==> src/sv/spi_mbe_pkg.sv <==
// Types and constants shared by the SPI master byte engine files.
package spi_mbe_pkg;

  localparam int unsigned BYTE_W   = 8;
  localparam int unsigned HALF_W   = 16;
  localparam int unsigned CFG_IDX_W = 1;

  // Request codes.
  localparam logic [1:0] REQ_IDLE    = 2'd0;
  localparam logic [1:0] REQ_BYTE    = 2'd1;
  localparam logic [1:0] REQ_SEL     = 2'd2;
  localparam logic [1:0] REQ_RELEASE = 2'd3;

  // Configuration register indexes.
  localparam logic [CFG_IDX_W-1:0] CFG_IDX_MODE = 1'd0;
  localparam logic [CFG_IDX_W-1:0] CFG_IDX_HALF = 1'd1;

  typedef struct packed {
    logic [1:0]        clk_mode;
    logic [HALF_W-1:0] half_period_ticks;
  } cfg_t;

  typedef struct packed {
    logic              sck;
    logic              mosi;
    logic              cs_n;
    logic              busy_res;
    logic [BYTE_W-1:0] rx_byte;
    logic              rx_valid;
    logic              req_dropped;
  } result_t;

endpackage

==> src/sv/spi_mbe_in_if.sv <==
// Request channel of the SPI master byte engine.
interface spi_mbe_in_if;
  logic                           valid;
  logic                           ready;
  logic [1:0]                     req_type;
  logic [spi_mbe_pkg::BYTE_W-1:0] tx_byte;
  logic                           miso;

  modport source (output valid, output req_type, output tx_byte, output miso, input ready);
  modport sink (input valid, input req_type, input tx_byte, input miso, output ready);
endinterface

==> src/sv/spi_mbe_out_if.sv <==
// Result channel of the SPI master byte engine.
interface spi_mbe_out_if;
  logic                           valid;
  logic                           ready;
  logic                           sck;
  logic                           mosi;
  logic                           cs_n;
  logic                           busy_res;
  logic [spi_mbe_pkg::BYTE_W-1:0] rx_byte;
  logic                           rx_valid;
  logic                           req_dropped;

  modport source (output valid, output sck, output mosi, output cs_n, output busy_res,
                  output rx_byte, output rx_valid, output req_dropped, input ready);
  modport sink (input valid, input sck, input mosi, input cs_n, input busy_res,
                input rx_byte, input rx_valid, input req_dropped, output ready);
endinterface

==> src/sv/spi_mbe_cfg_if.sv <==
// Configuration write channel of the SPI master byte engine.
interface spi_mbe_cfg_if;
  logic                              valid;
  logic                              ready;
  logic [spi_mbe_pkg::CFG_IDX_W-1:0] index;
  logic [spi_mbe_pkg::HALF_W-1:0]    data;

  modport source (output valid, output index, output data, input ready);
  modport sink (input valid, input index, input data, output ready);
endinterface

==> src/sv/spi_master_byte_engine_top.sv <==
// SPI master byte engine top level: configuration registers, sequencer and result register.
// Each accepted request beat is one tick of an SPI master (modes 0 to 3, MSB first), and
// one beat is taken every clock cycle unless the request channel stalls. The sequencer's
// state registers and next-state logic finish a tick per accepted beat; the pin levels
// and status for that tick appear in the result register in the cycle after acceptance. The
// request channel stalls only while the result register holds a beat that the sink has
// not taken. Configuration writes are always taken and apply from the next request beat.
module spi_master_byte_engine_top (
  input  logic          clk,
  input  logic          rst_n,
  spi_mbe_in_if.sink    in_ch,
  spi_mbe_out_if.source out_ch,
  spi_mbe_cfg_if.sink   cfg_ch
);

  spi_mbe_pkg::cfg_t    cfg_r;
  spi_mbe_pkg::result_t step_res;
  spi_mbe_pkg::result_t res_r;
  logic                 out_valid_r;
  logic                 in_fire;

  assign in_ch.ready  = !out_valid_r || out_ch.ready;
  assign in_fire      = in_ch.valid && in_ch.ready;
  assign cfg_ch.ready = 1'b1;

  always_ff @(posedge clk) begin
    if (!rst_n) begin
      cfg_r.clk_mode          <= 2'd0;
      cfg_r.half_period_ticks <= spi_mbe_pkg::HALF_W'(1);
    end else if (cfg_ch.valid) begin
      case (cfg_ch.index)
        spi_mbe_pkg::CFG_IDX_MODE: cfg_r.clk_mode          <= cfg_ch.data[1:0];
        spi_mbe_pkg::CFG_IDX_HALF: cfg_r.half_period_ticks <= cfg_ch.data;
        default: begin
        end
      endcase
    end
  end

  spi_mbe_seq u_seq (
    .clk      (clk),
    .rst_n    (rst_n),
    .step_en  (in_fire),
    .cfg      (cfg_r),
    .req_type (in_ch.req_type),
    .tx_byte  (in_ch.tx_byte),
    .miso     (in_ch.miso),
    .res      (step_res)
  );

  always_ff @(posedge clk) begin
    if (!rst_n) begin
      out_valid_r <= 1'b0;
    end else if (in_fire) begin
      out_valid_r <= 1'b1;
    end else if (out_ch.ready) begin
      out_valid_r <= 1'b0;
    end
  end

  always_ff @(posedge clk) begin
    if (in_fire) begin
      res_r <= step_res;
    end
  end

  assign out_ch.valid       = out_valid_r;
  assign out_ch.sck         = res_r.sck;
  assign out_ch.mosi        = res_r.mosi;
  assign out_ch.cs_n        = res_r.cs_n;
  assign out_ch.busy_res    = res_r.busy_res;
  assign out_ch.rx_byte     = res_r.rx_byte;
  assign out_ch.rx_valid    = res_r.rx_valid;
  assign out_ch.req_dropped = res_r.req_dropped;

endmodule

==> src/sv/spi_mbe_seq.sv <==
// Bit-level sequencer: state registers and the single-tick next-state logic.
module spi_mbe_seq (
  input  logic                           clk,
  input  logic                           rst_n,
  input  logic                           step_en,
  input  spi_mbe_pkg::cfg_t              cfg,
  input  logic [1:0]                     req_type,
  input  logic [spi_mbe_pkg::BYTE_W-1:0] tx_byte,
  input  logic                           miso,
  output spi_mbe_pkg::result_t           res
);

  localparam logic [2:0] PH_IDLE     = 3'd0;
  localparam logic [2:0] PH_A0_LEAD  = 3'd1;
  localparam logic [2:0] PH_A0_TRAIL = 3'd2;
  localparam logic [2:0] PH_A1_TRAIL = 3'd3;
  localparam logic [2:0] PH_A1_GAP   = 3'd4;
  localparam logic [2:0] PH_CS_SETUP = 3'd5;
  localparam logic [2:0] PH_CS_HOLD  = 3'd6;
  localparam logic [2:0] PH_CS_IDLE  = 3'd7;

  localparam logic [2:0] LAST_BIT = 3'd7;

  logic [spi_mbe_pkg::BYTE_W-1:0] tx_shift_r, tx_shift_nxt;
  logic [spi_mbe_pkg::BYTE_W-1:0] rx_shift_r, rx_shift_nxt;
  logic [2:0]                     bit_idx_r, bit_idx_nxt;
  logic [2:0]                     phase_r, phase_nxt;
  logic [spi_mbe_pkg::HALF_W-1:0] wait_cnt_r, wait_cnt_nxt;
  logic                           sck_r, sck_nxt;
  logic                           mosi_r, mosi_nxt;
  logic                           cs_n_r, cs_n_nxt;
  logic [spi_mbe_pkg::HALF_W-1:0] delay;
  logic                           rx_valid;
  logic                           dropped;
  logic [spi_mbe_pkg::BYTE_W-1:0] rx_out;

  // A half period of zero behaves as one tick.
  assign delay = (cfg.half_period_ticks == '0) ? spi_mbe_pkg::HALF_W'(1)
                                               : cfg.half_period_ticks;

  always_comb begin
    tx_shift_nxt = tx_shift_r;
    rx_shift_nxt = rx_shift_r;
    bit_idx_nxt  = bit_idx_r;
    phase_nxt    = phase_r;
    wait_cnt_nxt = wait_cnt_r;
    sck_nxt      = sck_r;
    mosi_nxt     = mosi_r;
    cs_n_nxt     = cs_n_r;
    rx_valid     = 1'b0;
    dropped      = 1'b0;
    rx_out       = '0;

    if (phase_r == PH_IDLE) begin
      sck_nxt = cfg.clk_mode[1];
      case (req_type)
        spi_mbe_pkg::REQ_BYTE: begin
          mosi_nxt     = tx_byte[spi_mbe_pkg::BYTE_W-1];
          tx_shift_nxt = {tx_byte[spi_mbe_pkg::BYTE_W-2:0], 1'b0};
          rx_shift_nxt = '0;
          bit_idx_nxt  = '0;
          wait_cnt_nxt = delay;
          if (cfg.clk_mode[0]) begin
            sck_nxt   = ~cfg.clk_mode[1];
            phase_nxt = PH_A1_TRAIL;
          end else begin
            phase_nxt = PH_A0_LEAD;
          end
        end
        spi_mbe_pkg::REQ_SEL: begin
          cs_n_nxt     = 1'b0;
          wait_cnt_nxt = delay;
          phase_nxt    = PH_CS_SETUP;
        end
        spi_mbe_pkg::REQ_RELEASE: begin
          wait_cnt_nxt = delay;
          phase_nxt    = PH_CS_HOLD;
        end
        default: begin
        end
      endcase
    end else begin
      dropped = (req_type != spi_mbe_pkg::REQ_IDLE);
      if (wait_cnt_r > spi_mbe_pkg::HALF_W'(1)) begin
        wait_cnt_nxt = wait_cnt_r - spi_mbe_pkg::HALF_W'(1);
      end else begin
        case (phase_r)
          PH_A0_LEAD, PH_A1_TRAIL: begin
            sck_nxt      = ~sck_r;
            rx_shift_nxt = {rx_shift_r[spi_mbe_pkg::BYTE_W-2:0], miso};
            wait_cnt_nxt = delay;
            phase_nxt    = (phase_r == PH_A0_LEAD) ? PH_A0_TRAIL : PH_A1_GAP;
          end
          PH_A0_TRAIL, PH_A1_GAP: begin
            // In mode phase 0 the trailing edge lands here; in phase 1 the
            // next bit's leading edge does, unless the byte is done.
            if (phase_r == PH_A0_TRAIL) begin
              sck_nxt = ~sck_r;
            end
            if (bit_idx_r == LAST_BIT) begin
              rx_valid  = 1'b1;
              rx_out    = rx_shift_r;
              phase_nxt = PH_IDLE;
            end else begin
              if (phase_r == PH_A1_GAP) begin
                sck_nxt = ~sck_r;
              end
              bit_idx_nxt  = bit_idx_r + 3'd1;
              mosi_nxt     = tx_shift_r[spi_mbe_pkg::BYTE_W-1];
              tx_shift_nxt = {tx_shift_r[spi_mbe_pkg::BYTE_W-2:0], 1'b0};
              wait_cnt_nxt = delay;
              phase_nxt    = (phase_r == PH_A0_TRAIL) ? PH_A0_LEAD : PH_A1_TRAIL;
            end
          end
          PH_CS_HOLD: begin
            cs_n_nxt     = 1'b1;
            wait_cnt_nxt = delay;
            phase_nxt    = PH_CS_IDLE;
          end
          default: begin
            phase_nxt = PH_IDLE;
          end
        endcase
        if (phase_nxt == PH_IDLE) begin
          wait_cnt_nxt = '0;
        end
      end
    end
  end

  always_ff @(posedge clk) begin
    if (!rst_n) begin
      tx_shift_r <= '0;
      rx_shift_r <= '0;
      bit_idx_r  <= '0;
      phase_r    <= PH_IDLE;
      wait_cnt_r <= '0;
      sck_r      <= 1'b0;
      mosi_r     <= 1'b0;
      cs_n_r     <= 1'b1;
    end else if (step_en) begin
      tx_shift_r <= tx_shift_nxt;
      rx_shift_r <= rx_shift_nxt;
      bit_idx_r  <= bit_idx_nxt;
      phase_r    <= phase_nxt;
      wait_cnt_r <= wait_cnt_nxt;
      sck_r      <= sck_nxt;
      mosi_r     <= mosi_nxt;
      cs_n_r     <= cs_n_nxt;
    end
  end

  always_comb begin
    res.sck         = sck_nxt;
    res.mosi        = mosi_nxt;
    res.cs_n        = cs_n_nxt;
    res.busy_res    = (phase_nxt != PH_IDLE);
    res.rx_byte     = rx_out;
    res.rx_valid    = rx_valid;
    res.req_dropped = dropped;
  end

endmodule

==> src/flat_wrapper.sv <==
// flat-port wrapper written by rule: the top's interface ports become plain ports
module spi_master_byte_engine_top_flat 
  (clk, rst_n, in_ch_valid, in_ch_req_type, in_ch_tx_byte, in_ch_miso, in_ch_ready, out_ch_valid, out_ch_sck, out_ch_mosi, out_ch_cs_n, out_ch_busy_res, out_ch_rx_byte, out_ch_rx_valid, out_ch_req_dropped, out_ch_ready, cfg_ch_valid, cfg_ch_index, cfg_ch_data, cfg_ch_ready);
  spi_mbe_in_if in_ch_i ();
  spi_mbe_out_if out_ch_i ();
  spi_mbe_cfg_if cfg_ch_i ();
  input  logic clk;
  input  logic rst_n;
  input wire logic [$bits(in_ch_i.valid)-1:0] in_ch_valid;
  input wire logic [$bits(in_ch_i.req_type)-1:0] in_ch_req_type;
  input wire logic [$bits(in_ch_i.tx_byte)-1:0] in_ch_tx_byte;
  input wire logic [$bits(in_ch_i.miso)-1:0] in_ch_miso;
  output wire logic [$bits(in_ch_i.ready)-1:0] in_ch_ready;
  output wire logic [$bits(out_ch_i.valid)-1:0] out_ch_valid;
  output wire logic [$bits(out_ch_i.sck)-1:0] out_ch_sck;
  output wire logic [$bits(out_ch_i.mosi)-1:0] out_ch_mosi;
  output wire logic [$bits(out_ch_i.cs_n)-1:0] out_ch_cs_n;
  output wire logic [$bits(out_ch_i.busy_res)-1:0] out_ch_busy_res;
  output wire logic [$bits(out_ch_i.rx_byte)-1:0] out_ch_rx_byte;
  output wire logic [$bits(out_ch_i.rx_valid)-1:0] out_ch_rx_valid;
  output wire logic [$bits(out_ch_i.req_dropped)-1:0] out_ch_req_dropped;
  input wire logic [$bits(out_ch_i.ready)-1:0] out_ch_ready;
  input wire logic [$bits(cfg_ch_i.valid)-1:0] cfg_ch_valid;
  input wire logic [$bits(cfg_ch_i.index)-1:0] cfg_ch_index;
  input wire logic [$bits(cfg_ch_i.data)-1:0] cfg_ch_data;
  output wire logic [$bits(cfg_ch_i.ready)-1:0] cfg_ch_ready;
  assign in_ch_i.valid = in_ch_valid;
  assign in_ch_i.req_type = in_ch_req_type;
  assign in_ch_i.tx_byte = in_ch_tx_byte;
  assign in_ch_i.miso = in_ch_miso;
  assign in_ch_ready = in_ch_i.ready;
  assign out_ch_valid = out_ch_i.valid;
  assign out_ch_sck = out_ch_i.sck;
  assign out_ch_mosi = out_ch_i.mosi;
  assign out_ch_cs_n = out_ch_i.cs_n;
  assign out_ch_busy_res = out_ch_i.busy_res;
  assign out_ch_rx_byte = out_ch_i.rx_byte;
  assign out_ch_rx_valid = out_ch_i.rx_valid;
  assign out_ch_req_dropped = out_ch_i.req_dropped;
  assign out_ch_i.ready = out_ch_ready;
  assign cfg_ch_i.valid = cfg_ch_valid;
  assign cfg_ch_i.index = cfg_ch_index;
  assign cfg_ch_i.data = cfg_ch_data;
  assign cfg_ch_ready = cfg_ch_i.ready;
  spi_master_byte_engine_top u_core (.clk(clk), .rst_n(rst_n), .in_ch(in_ch_i), .out_ch(out_ch_i), .cfg_ch(cfg_ch_i));
endmodule
==> config.mk <==
export PLATFORM = sky130hd
export DESIGN_NAME = spi_master_byte_engine_top_flat
export DESIGN_NICKNAME = d
export VERILOG_FILES = /design/src/sv/spi_mbe_pkg.sv /design/src/sv/spi_mbe_in_if.sv /design/src/sv/spi_mbe_out_if.sv /design/src/sv/spi_mbe_cfg_if.sv /design/src/sv/spi_master_byte_engine_top.sv /design/src/sv/spi_mbe_seq.sv /design/src/flat_wrapper.sv
export SDC_FILE = /design/constraint.sdc
export NUM_CORES = 1
export LEC_CHECK = 0
export ABC_AREA = 1
export BUFFER_PORTS_ARGS = -buffer_cell sky130_fd_sc_hd__buf_4
export CORE_UTILIZATION = 40
export CTS_BUF_LIST = sky130_fd_sc_hd__clkbuf_4
export CTS_CLUSTER_DIAMETER = 120
export DETAILED_ROUTE_END_ITERATION = 7
export GPL_TIMING_DRIVEN = 0
export HOLD_SLACK_MARGIN = 0.15
export PLACE_DENSITY_LB_ADDON = 0.05
export SETUP_SLACK_MARGIN = 0.3
export SYNTH_ARGS = -nofsm -noshare
export SYNTH_HDL_FRONTEND = slang
export SYNTH_HIERARCHICAL = 1
export SYNTH_SLANG_ARGS = --single-unit
==> constraint.sdc <==
create_clock -name clk -period 3.1 [get_ports clk]
set_clock_uncertainty 0.15 [all_clocks]
set_input_delay 0.155 -clock clk [delete_from_list [all_inputs] [get_ports clk]]
set_output_delay 0.155 -clock clk [all_outputs]
set_load 0.01 [all_outputs]
==> results of run 1 <==
==> path summary, 6_finish.rpt <==
| check | endpoint | slack [ns] |
|---|---|---|
| worst max-delay path | u_core/cfg_r[17]$_SDFFE_PN0P_ | 0.59 |
| worst min-delay path | u_core/u_seq/bit_idx_r[1]$_SDFFE_PN0P_ | 0.31 |
| worst max register to register | u_core/u_seq/rx_shift_r[0]$_SDFFE_PN0P_ | 0.69 |
| worst min register to register | u_core/u_seq/bit_idx_r[1]$_SDFFE_PN0P_ | 0.31 |
==> cells by family (layout without fill, tap and decap cells) <==
logic type / count (synthesis) / in the layout / synth area share, %
buffers and inverters: 90 / 226 / 11.00
other: 1 / 1 / 0.09213
adders and majority gates: 9 / 9 / 2.767
DFF: 73 / 73 / 39.35
xor gates and xnor gates: 7 / 7 / 1.506
AOI/OAI and AO/OA: 110 / 110 / 15.77
and+or+nand+nor: 255 / 255 / 29.51
==> worst max-delay path, cell delays in order <==
cell and delay, ns:
dlygate4sd3_1 0.53, buf_4 0.15, inv_1 0.06, nand3_1 0.06, dlygate4sd3_1 0.55, nand2_1 0.05, dlygate4sd3_1 0.54, nor2_1 0.04
dlygate4sd3_1 0.55
==> metrics by stage <==
step	area [um2]	worst slack (ns)
6_report	5493	0.5854
5_1_grt	5493	0.4776
4_1_cts	5493	0.6277
3_5_place_dp	4616	0.7958
3_3_place_gp	4597	-0.4626
2_1_floorplan	4070	0.5123
==> cells in the mapped netlist, types with 8 or more instances <==
cell / count / area, um2
nand3_1: 25 / 125.1
dfxtp_1: 59 / 1181
nand2_1: 93 / 349.1
o21ai_0: 48 / 240.2
inv_1: 58 / 217.7
o21ai_1: 12 / 60.06
edfxtp_1: 14 / 420.4
ha_1: 9 / 112.6
nor3_1: 8 / 40.04
nor2_2: 10 / 62.56
a21oi_2: 13 / 113.9
a21oi_1: 26 / 130.1
nand3_2: 12 / 120.1
nor2_1: 86 / 322.8
==> power by group through the flow <==
stage / clock, mW / sequential (mW) / combinational, mW
4_1_cts: 0.727 / 1.11 / 0.833
5_1_grt: 0.770 / 1.12 / 0.946
6_report: 0.707 / 1.11 / 0.833
3_5_place_dp: 0 / 1.13 / 0.753
2_1_floorplan: 0 / 1.13 / 0.556
3_3_place_gp: 0 / 1.13 / 0.742
==> flip-flops by register name (all words and copies together) (netlist names), 3 cells and up <==
register and count:
u_core/u_seq/tx_shift_r 7, u_core/u_seq/rx_shift_r 8, u_core/cfg_r 18, u_core/out_ch.rx_byte 8, u_core/u_seq/wait_cnt_r 16, u_core/u_seq/bit_idx_r 3, u_core/u_seq/phase_r 3
==> cell type report <==
type / instances / area share, %
Timing Repair Buffer: 120 / 19.77
Sequential cell: 73 / 29.16
Clock inverter: 6 / 1.663
Inverter: 65 / 4.624
Multi-Input combinational cell: 382 / 36.86
Clock buffer: 10 / 1.367
Tap cell: 133 / 3.030
Buffer: 25 / 3.531
==> layout by cell type, fill, tap and decap left out, drive strengths merged <==
master | netlist | routed
edfxtp | 14 | 14
nand3b | 2 | 2
a31oi | 3 | 3
xor2 | 5 | 5
o21bai | 1 | 1
conb | 1 | 1
nor2 | 98 | 98
nand2 | 99 | 99
o21a | 1 | 1
bufinv | 0 | 2
inv | 64 | 65
nor3b | 1 | 1
xnor2 | 2 | 2
a21oi | 40 | 40
clkinv | 1 | 4
dfxtp | 59 | 59
o21ai | 63 | 63
a21boi | 1 | 1
buf | 19 | 68
ha | 9 | 9
nand4 | 6 | 6
nand3 | 39 | 39
clkbuf | 6 | 16
dlygate4sd3 | 0 | 71
nor4 | 2 | 2
nor3 | 8 | 8
o211ai | 1 | 1
==> routing by layer <==
metal / global-route usage, % / vias to the layer above / part of all wire (%)
met5: 0 / - / 0
met4: 9.642 / 0 / 1.7
met3: 3.797 / 13 / 3.5
met2: 38.46 / 88 / 51
met1: 24.63 / 1705 / 44
li1: - / 2022 / -
==> results.sh, run 1 <==
export IMPL_finalMaxSlewViolations=0
export IMPL_worstMarginPinSlew_ns=0.5399
export IMPL_power_frac_comb_pct=31.5
export IMPL_design_core_area_um2=9819
export IMPL_nets=718
export IMPL_yosys_warnings=6
export IMPL_syn_instance_count=545
export IMPL_final_core_util_pct=55.94
export IMPL_seq_area_um2=1602
export IMPL_ys_types=43
export IMPL_start_kind="input pin"
export IMPL_max_cap_violations=0
export IMPL_cts_root_buf="clkbuf_4"
export IMPL_whs_path_depth=2
export IMPL_ant_nets=0
export IMPL_syn_num_nets=587
export IMPL_cts_num_sinks=73
export IMPL_worstHoldStart="u_core/u_seq/bit_idx_r[1]$_SDFFE_PN0P_"
export IMPL_area_growth_pct=34.95
export IMPL_die_x_um=102.9
export IMPL_grt_max_degree=16
export IMPL_numCtsBuffers=9
export IMPL_ys_ff_latch=73
export IMPL_antenna_found_initial=0
export IMPL_die_h_um=102.9
export IMPL_die_area_um2=10580
export IMPL_power_share_clock_pct=26.7
export IMPL_place_hpwl_mm=6.764
export IMPL_ctsResizeCount=0
export IMPL_port_buffers=48
export IMPL_whs_ns=0.3073
export IMPL_track_usage_pct=21.36
export IMPL_via_per_inst=4.703
export IMPL_diodes=0
export IMPL_grt_first_pass_wirelength_mm=17.26
export IMPL_rsz0062_at_grt="no"
export IMPL_post_route_period_util_pct=81.12
export IMPL_required_ns=3.28
export IMPL_clk_latency_ns=0.44
export IMPL_pin_count=50
export IMPL_ir_worst_vdd_mv=0.2477
export IMPL_cts_max_path_buffers=2
export IMPL_power_mw=2.647
export IMPL_grt_pass1_vias=3784
export IMPL_pwr_share_seq_pct=41.9
export IMPL_synth_edff_count=14
export IMPL_vias=3828
export IMPL_hold_viol=0
export IMPL_worstPathArrival_ns=2.70
export IMPL_net_switching_power_uw=898.2
export IMPL_multi_input_area_um2=2024
export IMPL_netlist_area_um2=4070
export IMPL_initial_core_util_pct=41.45
export IMPL_setup_worst_path_class="input pin to flip-flop"
export IMPL_drive_gt1_share_pct=20.70
export IMPL_cp_end_kind="flip-flop"
export IMPL_overflow=0
export IMPL_outcome="complete, no violations"
export IMPL_ys_seq_area_share_pct=39.35
export IMPL_p_int_mw=1.749
export IMPL_path_clk_slew_ns=0.13
export IMPL_hp_class="flip-flop to flip-flop"
export IMPL_max_freq_mhz=397.7
export IMPL_fillers=935
export IMPL_cts_tree="built"
export IMPL_routed_wl_mm=10.15
export IMPL_wl_per_cell_um=12.47
export IMPL_firstDrtPassIters=4
export IMPL_place_congestion=0.8723
export IMPL_min_period_ns=2.515
export IMPL_ctsHtreeMaxLevel=3
export IMPL_p_sw_share_pct=33.93
export IMPL_placed_cells=727
export IMPL_relSlewSlack_pct=64.01
export IMPL_synth_ff_type="dfxtp_1"
export IMPL_r2r_start="u_core/u_seq/wait_cnt_r[0]$_SDFFE_PN0P_"
export IMPL_post_cts_setup_buffer_count=0
export IMPL_crit_path_max_fanout=3
export IMPL_setup_viol=0
export IMPL_cts_hold_fix_buffers=71
export IMPL_avgSynthCellArea_um2=7.468
export IMPL_final_cells=814
export IMPL_drc=0
export IMPL_startpoint="cfg_ch_index"
export IMPL_drt_iter0_drc=155
export IMPL_p_leak_nw=2.484
export IMPL_synth_async_reset_ratio_pct=0
export IMPL_tns_ns=0
export IMPL_power_per_cell_area_nw_per_um2=482.0
export IMPL_ff2ff_path_depth=10
export IMPL_row_count=36
(Power assumes the default switching activity.)
==> run 2, diff against run 1 <==
--- a/config.mk
+++ b/config.mk
@@ -5,7 +5,7 @@
 export SDC_FILE = /design/constraint.sdc
 export NUM_CORES = 1
 export LEC_CHECK = 0
-export ABC_AREA = 1
+export ABC_AREA = 0
 export BUFFER_PORTS_ARGS = -buffer_cell sky130_fd_sc_hd__buf_4
 export CORE_UTILIZATION = 40
 export CTS_BUF_LIST = sky130_fd_sc_hd__clkbuf_4
==> constraint.sdc (replaced) <==
create_clock -name clk -period 2.3 [get_ports clk]
set_clock_uncertainty 0.15 [all_clocks]
set_input_delay 0.115 -clock clk [delete_from_list [all_inputs] [get_ports clk]]
set_output_delay 0.115 -clock clk [all_outputs]
set_load 0.01 [all_outputs]
==> run 2 against run 1 <==
Compared with the run above: the run now ends with setup timing left; cell area is 9.9% higher; utilization grew 6.1 points; sequential cell count unchanged; clock-buffer cell count fell by 1; non-clock buffer count grew 37; area after synthesis down 1.5%; critical endpoint is now u_core/u_seq/wait_cnt_r[1]$_SDFFE_PN0P_.
==> results.sh, run 2 <==
export IMPL_place_congestion=0.8612
export IMPL_setup_worst_path_class="flip-flop to flip-flop"
export IMPL_ir_worst_vdd_mv=0.4070
export IMPL_yosys_warnings=6
export IMPL_tns_ns=-6.037
export IMPL_synth_top_cells_by_area="dfxtp_1 (29%), edfxtp_1 (10%), nand2_1 (5.2%)"
export IMPL_p_sw_share_pct=35.13
export IMPL_grt_pass1_vias=4028
export IMPL_yosysTopAreaCell="dfxtp_1"
export IMPL_vias=4180
export IMPL_synth_area_mux_share_pct=3.028
export IMPL_cts_tree="built"
export IMPL_netlist_area_um2=4008
export IMPL_row_count=36
export IMPL_ys_types=68
export IMPL_worstPathArrival_ns=2.77
export IMPL_synth_compound_area_share_pct=23.63
export IMPL_syn_instance_count=456
export IMPL_top_register="u_core/cfg_r"
export IMPL_synth_common_cells="dfxtp_1 (59), nand2_1 (56), a21oi_1 (38)"
export IMPL_mostFrequentLayoutCells="buf_4 (73), dlygate4sd3_1 (56), nand2_1 (55), dfxtp_1 (55), a21oi_1 (30)"
export IMPL_finalMaxSlewViolations=0
export IMPL_syn_num_nets=498
export IMPL_placed_cell_area_um2=4586
export IMPL_net_switching_power_mw=1.396
export IMPL_final_cells=748
export IMPL_ant_nets=0
export IMPL_port_buffers=46
export IMPL_pwr_share_seq_pct=36.9
export IMPL_power_frac_comb_pct=39.3
export IMPL_max_freq_mhz=389.8
export IMPL_track_usage_pct=25.49
export IMPL_reg_largest_list="u_core/cfg_r (18), u_core/u_seq/wait_cnt_r (16)"
export IMPL_p_leak_nw=2.267
export IMPL_final_design_area_no_fill_um2=6038
export IMPL_drt_iter0_drc=203
export IMPL_synth_async_reset_ratio_pct=0
export IMPL_die_area_um2=10420
export IMPL_post_route_period_util_pct=111.5
export IMPL_power_mw=3.973
export IMPL_routed_wl_mm=12.70
export IMPL_ctsHtreeMaxLevel=3
export IMPL_crit_path_max_fanout=4
export IMPL_cts_root_buf="clkbuf_4"
export IMPL_ys_seq_area_share_pct=39.96
export IMPL_fillers=862
export IMPL_power_per_cell_area_nw_per_um2=658.0
export IMPL_die_h_um=102.1
export IMPL_via_per_inst=5.588
export IMPL_min_period_ns=2.565
export IMPL_synth_fa_ha_area_share_pct=3.060
export IMPL_grt_max_degree=20
export IMPL_cp_slowest_cell="or4_4"
export IMPL_relSlewSlack_pct=22.75
export IMPL_final_common_cell="buf_4"
export IMPL_seq_area_um2=1612
export IMPL_multi_input_area_um2=2469
export IMPL_power_share_clock_pct=23.8
export IMPL_hold_viol=0
export IMPL_dp_slack_ns=-0.5676
export IMPL_clk_latency_ns=0.43
export IMPL_avgSynthCellArea_um2=8.789
export IMPL_synth_simple_area_share_pct=21.64
export IMPL_path_cells="or4_4, or4_4, buf_8, a2111oi_4, buf_4, buf_4, o21ai_4, a221oi_2"
export IMPL_cpPeakStageDelay_ns=0.54
export IMPL_yosysMostFrequentCell="dfxtp_1"
export IMPL_synth_ff_type="dfxtp_1"
export IMPL_grt_first_pass_wirelength_mm=20.27
export IMPL_diodes=0
export IMPL_synth_xor_area_share_pct=1.748
export IMPL_p_int_mw=2.577
export IMPL_nets=652
export IMPL_placed_cells=635
export IMPL_numCtsBuffers=9
export IMPL_critPathBufInv=3
export IMPL_place_hpwl_mm=7.748
export IMPL_fin_ws_ns=-0.2652
export IMPL_drc=0
export IMPL_ys_ff_latch=73
export IMPL_pin_count=50
export IMPL_synth_edff_count=14
export IMPL_synth_top_area_share_pct=29.47
export IMPL_synth_top_family_by_area="compound AO/OA/AOI/OAI gates"
export IMPL_final_core_util_pct=62.06
export IMPL_wl_per_cell_um=16.98
export IMPL_start_kind="flip-flop"
export IMPL_design_core_area_um2=9729
export IMPL_whs_ns=0.1671
export IMPL_path_clk_slew_ns=0.14
export IMPL_hp_class="input pin to flip-flop"
export IMPL_drive_gt1_share_pct=33.66
export IMPL_cts_num_sinks=73
export IMPL_antenna_found_initial=0
export IMPL_largest_reg_flops=18
export IMPL_cp_top_family="simple AND/OR/NAND/NOR gates"
export IMPL_firstDrtPassIters=5
export IMPL_die_x_um=102.1
export IMPL_initial_core_util_pct=41.19
export IMPL_worstMarginPinSlew_ns=1.148
export IMPL_violations="setup timing"
export IMPL_outcome="complete, but fails checks"
export IMPL_cts_max_path_buffers=2
export IMPL_rsz0062_at_grt="yes"
export IMPL_required_ns=2.50
export IMPL_area_growth_pct=50.67
export IMPL_max_cap_violations=0
export IMPL_setup_viol=47
export IMPL_overflow=0
export IMPL_cp_end_kind="flip-flop"
-- run 2: final timing paths --
check,start,end,slack [ns],cells after the start
worst min register to register,u_core/u_seq/rx_shift_r[7]$_SDFFE_PN0P_,u_core/u_seq/rx_shift_r[7]$_SDFFE_PN0P_,0.31,2
worst min-delay path,in_ch_req_type[0],u_core/out_ch.req_dropped$_DFFE_PP_,0.17,5
worst max register to register,u_core/u_seq/wait_cnt_r[7]$_SDFFE_PN0P_,u_core/u_seq/wait_cnt_r[1]$_SDFFE_PN0P_,-0.27,8
worst max-delay path,u_core/u_seq/wait_cnt_r[7]$_SDFFE_PN0P_,u_core/u_seq/wait_cnt_r[1]$_SDFFE_PN0P_,-0.27,8
-- run 2: per-layer routing --
layer	part of all wire, %	global-route usage [%]	vias up
met1	43	30.37	2025
met2	51	44.55	121
li1	-	-	2009
met4	2.6	11.43	0
met5	0	0	-
met3	4.0	4.720	25
-- run 2: timing repair --
action | CTS | global route
gates cloned | 2 | 1
pin swaps | 35 | 37
hold endpoints to repair | 56 | 1
resized for setup | 53 | 48
setup buffers | 25 | 12
endpoints found under the setup margin | 54 | 55
hold buffers | 56 | 1
-- run 2: kinds of logic after synthesis --
| logic type | after synthesis |
|---|---|
| and+or+nand+nor | 160 |
| buffers and inverters | 52 |
| muxes | 12 |
| adders and majority gates | 10 |
| other | 1 |
| DFF | 73 |
| AOI/OAI and AO/OA | 140 |
| xor gates and xnor gates | 8 |
-- run 2: area by class of cell --
| class | instances | share of cell area, % |
|---|---|---|
| multi-input cells | 332 | 40.88 |
| flip-flops and latches | 73 | 26.69 |
| repair buffers | 142 | 21.84 |
| plain buffers | 40 | 4.393 |
| well taps | 133 | 2.756 |
| clock inverters | 7 | 1.575 |
| clock buffers | 9 | 1.119 |
| inverters | 12 | 0.7460 |
-- run 2: power by group through the flow --
| stage | combinational (mW) | clock (mW) | sequential [mW] |
|---|---|---|---|
| floorplan | 0.705 | 0 | 1.48 |
| global placement | 0.978 | 0 | 1.49 |
| detailed placement | 0.986 | 0 | 1.49 |
| CTS | 1.36 | 0.968 | 1.46 |
| global route | 1.67 | 1.02 | 1.48 |
| finish | 1.56 | 0.946 | 1.47 |
-- run 2: worst min-delay path, cell delays in order --
cell and delay, ns:
buf_4 0.09, inv_1 0.07, ha_1 0.19, nor2_1 0.10
buf_4 0.10
==> run 3, diff against run 2 <==
--- a/config.mk
+++ b/config.mk
@@ -17,5 +17,4 @@
 export SETUP_SLACK_MARGIN = 0.3
 export SYNTH_ARGS = -nofsm -noshare
 export SYNTH_HDL_FRONTEND = slang
-export SYNTH_HIERARCHICAL = 1
 export SYNTH_SLANG_ARGS = --single-unit
==> run 3 against run 2 <==
Compared with the run above: synthesized cell count decreased by 5.5%; clock-buffer cell count unchanged; worst setup slack improved by 0.028 ns; area after synthesis decreased by 9.0%; sequential power about the same; sequential cell count unchanged; via count decreased by 8.6%; sequential share of layout area increased by 2.7 points; worst hold slack improved by 0.038 ns; cell count decreased by 8.6%; cell area decreased by 9.2%; first-iteration DRC count decreased by 14%; the run still ends with setup timing left.
==> results.sh, run 3 <==
export IMPL_violations="setup timing"
export IMPL_synth_common_cells="nand2_1 (67), dfxtp_1 (59), a21oi_1 (37)"
export IMPL_largest_reg_flops=18
export IMPL_yosysTopAreaCell="dfxtp_1"
export IMPL_grt_pass1_vias=3706
export IMPL_ys_ff_latch=73
export IMPL_worstPathArrival_ns=2.75
export IMPL_ff2ff_path_depth=8
export IMPL_hp_class="input pin to flip-flop"
export IMPL_synth_edff_count=14
export IMPL_reg_largest_list="u_core.cfg_r (18), u_core.u_seq.wait_cnt_r (16)"
export IMPL_ctsHtreeMaxLevel=3
export IMPL_avgSynthCellArea_um2=8.462
export IMPL_finalMaxSlewViolations=0
export IMPL_cp_end_kind="flip-flop"
export IMPL_yosysMostFrequentCell="nand2_1"
export IMPL_setup_worst_path_class="flip-flop to flip-flop"
export IMPL_die_x_um=97.49
export IMPL_fillers=788
export IMPL_p_leak_nw=2.147
export IMPL_drt_iter0_drc=174
export IMPL_grt_first_pass_wirelength_mm=18.19
export IMPL_antenna_found_initial=0
export IMPL_worstMarginPinSlew_ns=0.7264
export IMPL_post_route_period_util_pct=110.3
export IMPL_port_buffers=48
export IMPL_cts_root_buf="clkbuf_4"
export IMPL_max_cap_violations=0
export IMPL_tns_ns=-5.565
export IMPL_pwr_share_seq_pct=36.1
export IMPL_relSlewSlack_pct=51.57
export IMPL_net_switching_power_mw=1.519
export IMPL_cts_tree="built"
export IMPL_routed_wl_mm=11.15
export IMPL_cts_num_sinks=73
export IMPL_synth_async_reset_ratio_pct=0
export IMPL_ys_types=51
export IMPL_nets=613
export IMPL_die_h_um=97.49
export IMPL_pin_count=50
export IMPL_cts_max_path_buffers=2
export IMPL_vias=3819
export IMPL_ant_nets=0
export IMPL_r2r_end="u_core.u_seq.rx_shift_r[0]$_SDFFE_PN0P_"
export IMPL_area_growth_pct=50.39
export IMPL_diodes=0
export IMPL_crit_path_max_fanout=8
export IMPL_die_area_um2=9504
export IMPL_place_congestion=0.8878
export IMPL_power_share_clock_pct=19.0
export IMPL_synth_top_cells_by_area="dfxtp_1 (32%), edfxtp_1 (12%), nand2_1 (6.9%)"
export IMPL_p_sw_share_pct=36.65
export IMPL_min_to="u_core.u_seq.rx_shift_r[4]$_SDFFE_PN0P_"
export IMPL_design_core_area_um2=8763
export IMPL_hold_viol=0
export IMPL_ir_worst_vdd_mv=0.3975
export IMPL_netlist_area_um2=3647
export IMPL_power_frac_comb_pct=44.8
export IMPL_grt_max_degree=24
export IMPL_mostFrequentLayoutCells="buf_4 (72), nand2_1 (62), dfxtp_1 (54), dlygate4sd3_1 (46), a21oi_1 (29)"
export IMPL_max_freq_mhz=394.2
export IMPL_drive_gt1_share_pct=31.60
export IMPL_setup_viol=47
export IMPL_p_int_mw=2.625
export IMPL_syn_instance_count=431
export IMPL_firstDrtPassIters=5
export IMPL_top_register="u_core.cfg_r"
export IMPL_row_count=34
export IMPL_power_per_cell_area_nw_per_um2=755.6
export IMPL_final_common_cell="buf_4"
export IMPL_reg2reg_slack_ns=-0.24
export IMPL_numCtsBuffers=9
export IMPL_fin_ws_ns=-0.2370
export IMPL_overflow=0
export IMPL_rsz0062_at_grt="yes"
export IMPL_path_clk_slew_ns=0.12
export IMPL_outcome="complete, but fails checks"
export IMPL_initial_core_util_pct=41.62
export IMPL_syn_num_nets=473
export IMPL_min_period_ns=2.537
export IMPL_yosys_warnings=0
export IMPL_ys_seq_area_share_pct=43.91
export IMPL_dp_slack_ns=-0.5112
export IMPL_wl_per_cell_um=16.30
export IMPL_synth_ff_type="dfxtp_1"
export IMPL_synth_top_area_share_pct=32.38
export IMPL_clk_latency_ns=0.43
export IMPL_track_usage_pct=24.02
export IMPL_drc=0
export IMPL_start_kind="flip-flop"
export IMPL_via_per_inst=5.583
export IMPL_worstHoldStart="in_ch_valid"
export IMPL_required_ns=2.51
export IMPL_whs_path_depth=5
export IMPL_r2r_start="u_core.u_seq.wait_cnt_r[8]$_SDFFE_PN0P_"
export IMPL_place_hpwl_mm=7.040
[run 3: cell count changes after synthesis, moves of 5 or more]
cell	change
nand3_1	+14
o221a_2	+5
nor2_1	+9
nand4_1	-16
o21ai_2	-10
nor3_1	+7
o21ai_0	-5
buf_6	-5
buf_2	-8
nand2_1	+11
o21ai_1	-6
a311oi_1	-6
[run 3: power by group through the flow]
stage	registers (mW)	clock network [mW]	logic, mW
2_1_floorplan	1.50	0	0.717
3_3_place_gp	1.51	0	1.02
3_5_place_dp	1.51	0	1.03
4_1_cts	1.49	0.805	1.62
5_1_grt	1.51	0.865	1.98
6_report	1.50	0.789	1.86
[run 3: worst max-delay path, cell delays in order (launching register included)]
cell and delay, ns:
dfxtp_2 0.34, or4_4 0.54, or4_4 0.43, buf_8 0.16
nor2_8 0.14, nand2_4 0.08, a211oi_4 0.28, buf_12 0.18
mux2i_1 0.17
[run 3: logic make-up after synthesis]
family / synth area share (%)
flops: 43.91
mux: 3.328
xor+xnor: 0.9607
simple gates: 24.53
buf+inv: 4.357
other cells: 0.1028
fa+ha+maj: 3.088
compound gates: 19.73
[run 3: repair_timing]
action	CTS	global route
setup endpoints to repair	53	63
buffers inserted	25	7
hold buffers	46	0
resized for setup	76	43
pin swaps	36	21
gates cloned	3	0
hold endpoints to repair	37	0
[run 3: metal layers]
metal / vias up / routed length [um] / track usage [%]
li1: 1850 / - / -
met1: 1843 / 4897 / 30.71
met2: 101 / 5498 / 39.43
met3: 25 / 551 / 5.180
met4: 0 / 203 / 9.389
met5: - / 0 / 0
[run 3: how the worst max path moves through the flow]
stage,cells past startpoint,to,startpoint
final,8,u_core.u_seq.rx_shift_r[0]$_SDFFE_PN0P_,u_core.u_seq.wait_cnt_r[8]$_SDFFE_PN0P_
after global routing,8,u_core.u_seq.rx_shift_r[0]$_SDFFE_PN0P_,u_core.u_seq.wait_cnt_r[8]$_SDFFE_PN0P_
after CTS,8,u_core.u_seq.rx_shift_r[0]$_SDFFE_PN0P_,u_core.u_seq.wait_cnt_r[8]$_SDFFE_PN0P_
after detailed placement,7,u_core.u_seq.wait_cnt_r[2]$_SDFFE_PN0P_,u_core.u_seq.wait_cnt_r[9]$_SDFFE_PN0P_
after global placement,7,u_core.u_seq.wait_cnt_r[2]$_SDFFE_PN0P_,u_core.u_seq.wait_cnt_r[9]$_SDFFE_PN0P_
after floorplan,7,u_core.u_seq.rx_shift_r[0]$_SDFFE_PN0P_,u_core.u_seq.wait_cnt_r[9]$_SDFFE_PN0P_
[run 3: area by class of cell]
type / instances / area [um2] / share of cell area [%]
inverters: 10 / 37.54 / 0.6843
multi-input cells: 321 / 2266 / 41.31
well taps: 108 / 135.1 / 2.464
clock inverters: 7 / 61.31 / 1.118
plain buffers: 28 / 163.9 / 2.988
repair buffers: 128 / 1144 / 20.85
flip-flops and latches: 73 / 1610 / 29.36
clock buffers: 9 / 67.56 / 1.232
[run 3: metrics by stage]
stage	power [mW]	std cells	hold slack, ns	util [%]	cell area (um2)
CTS	3.917	677	0.2036	60.05	5263
floorplan	2.219	431	0.08897	-	3659
global placement	2.533	587	0.1980	47.40	4154
detailed placement	2.538	587	0.2170	47.40	4154
global route	4.352	684	0.2115	62.59	5485
finish	4.144	684	0.2054	62.59	5485
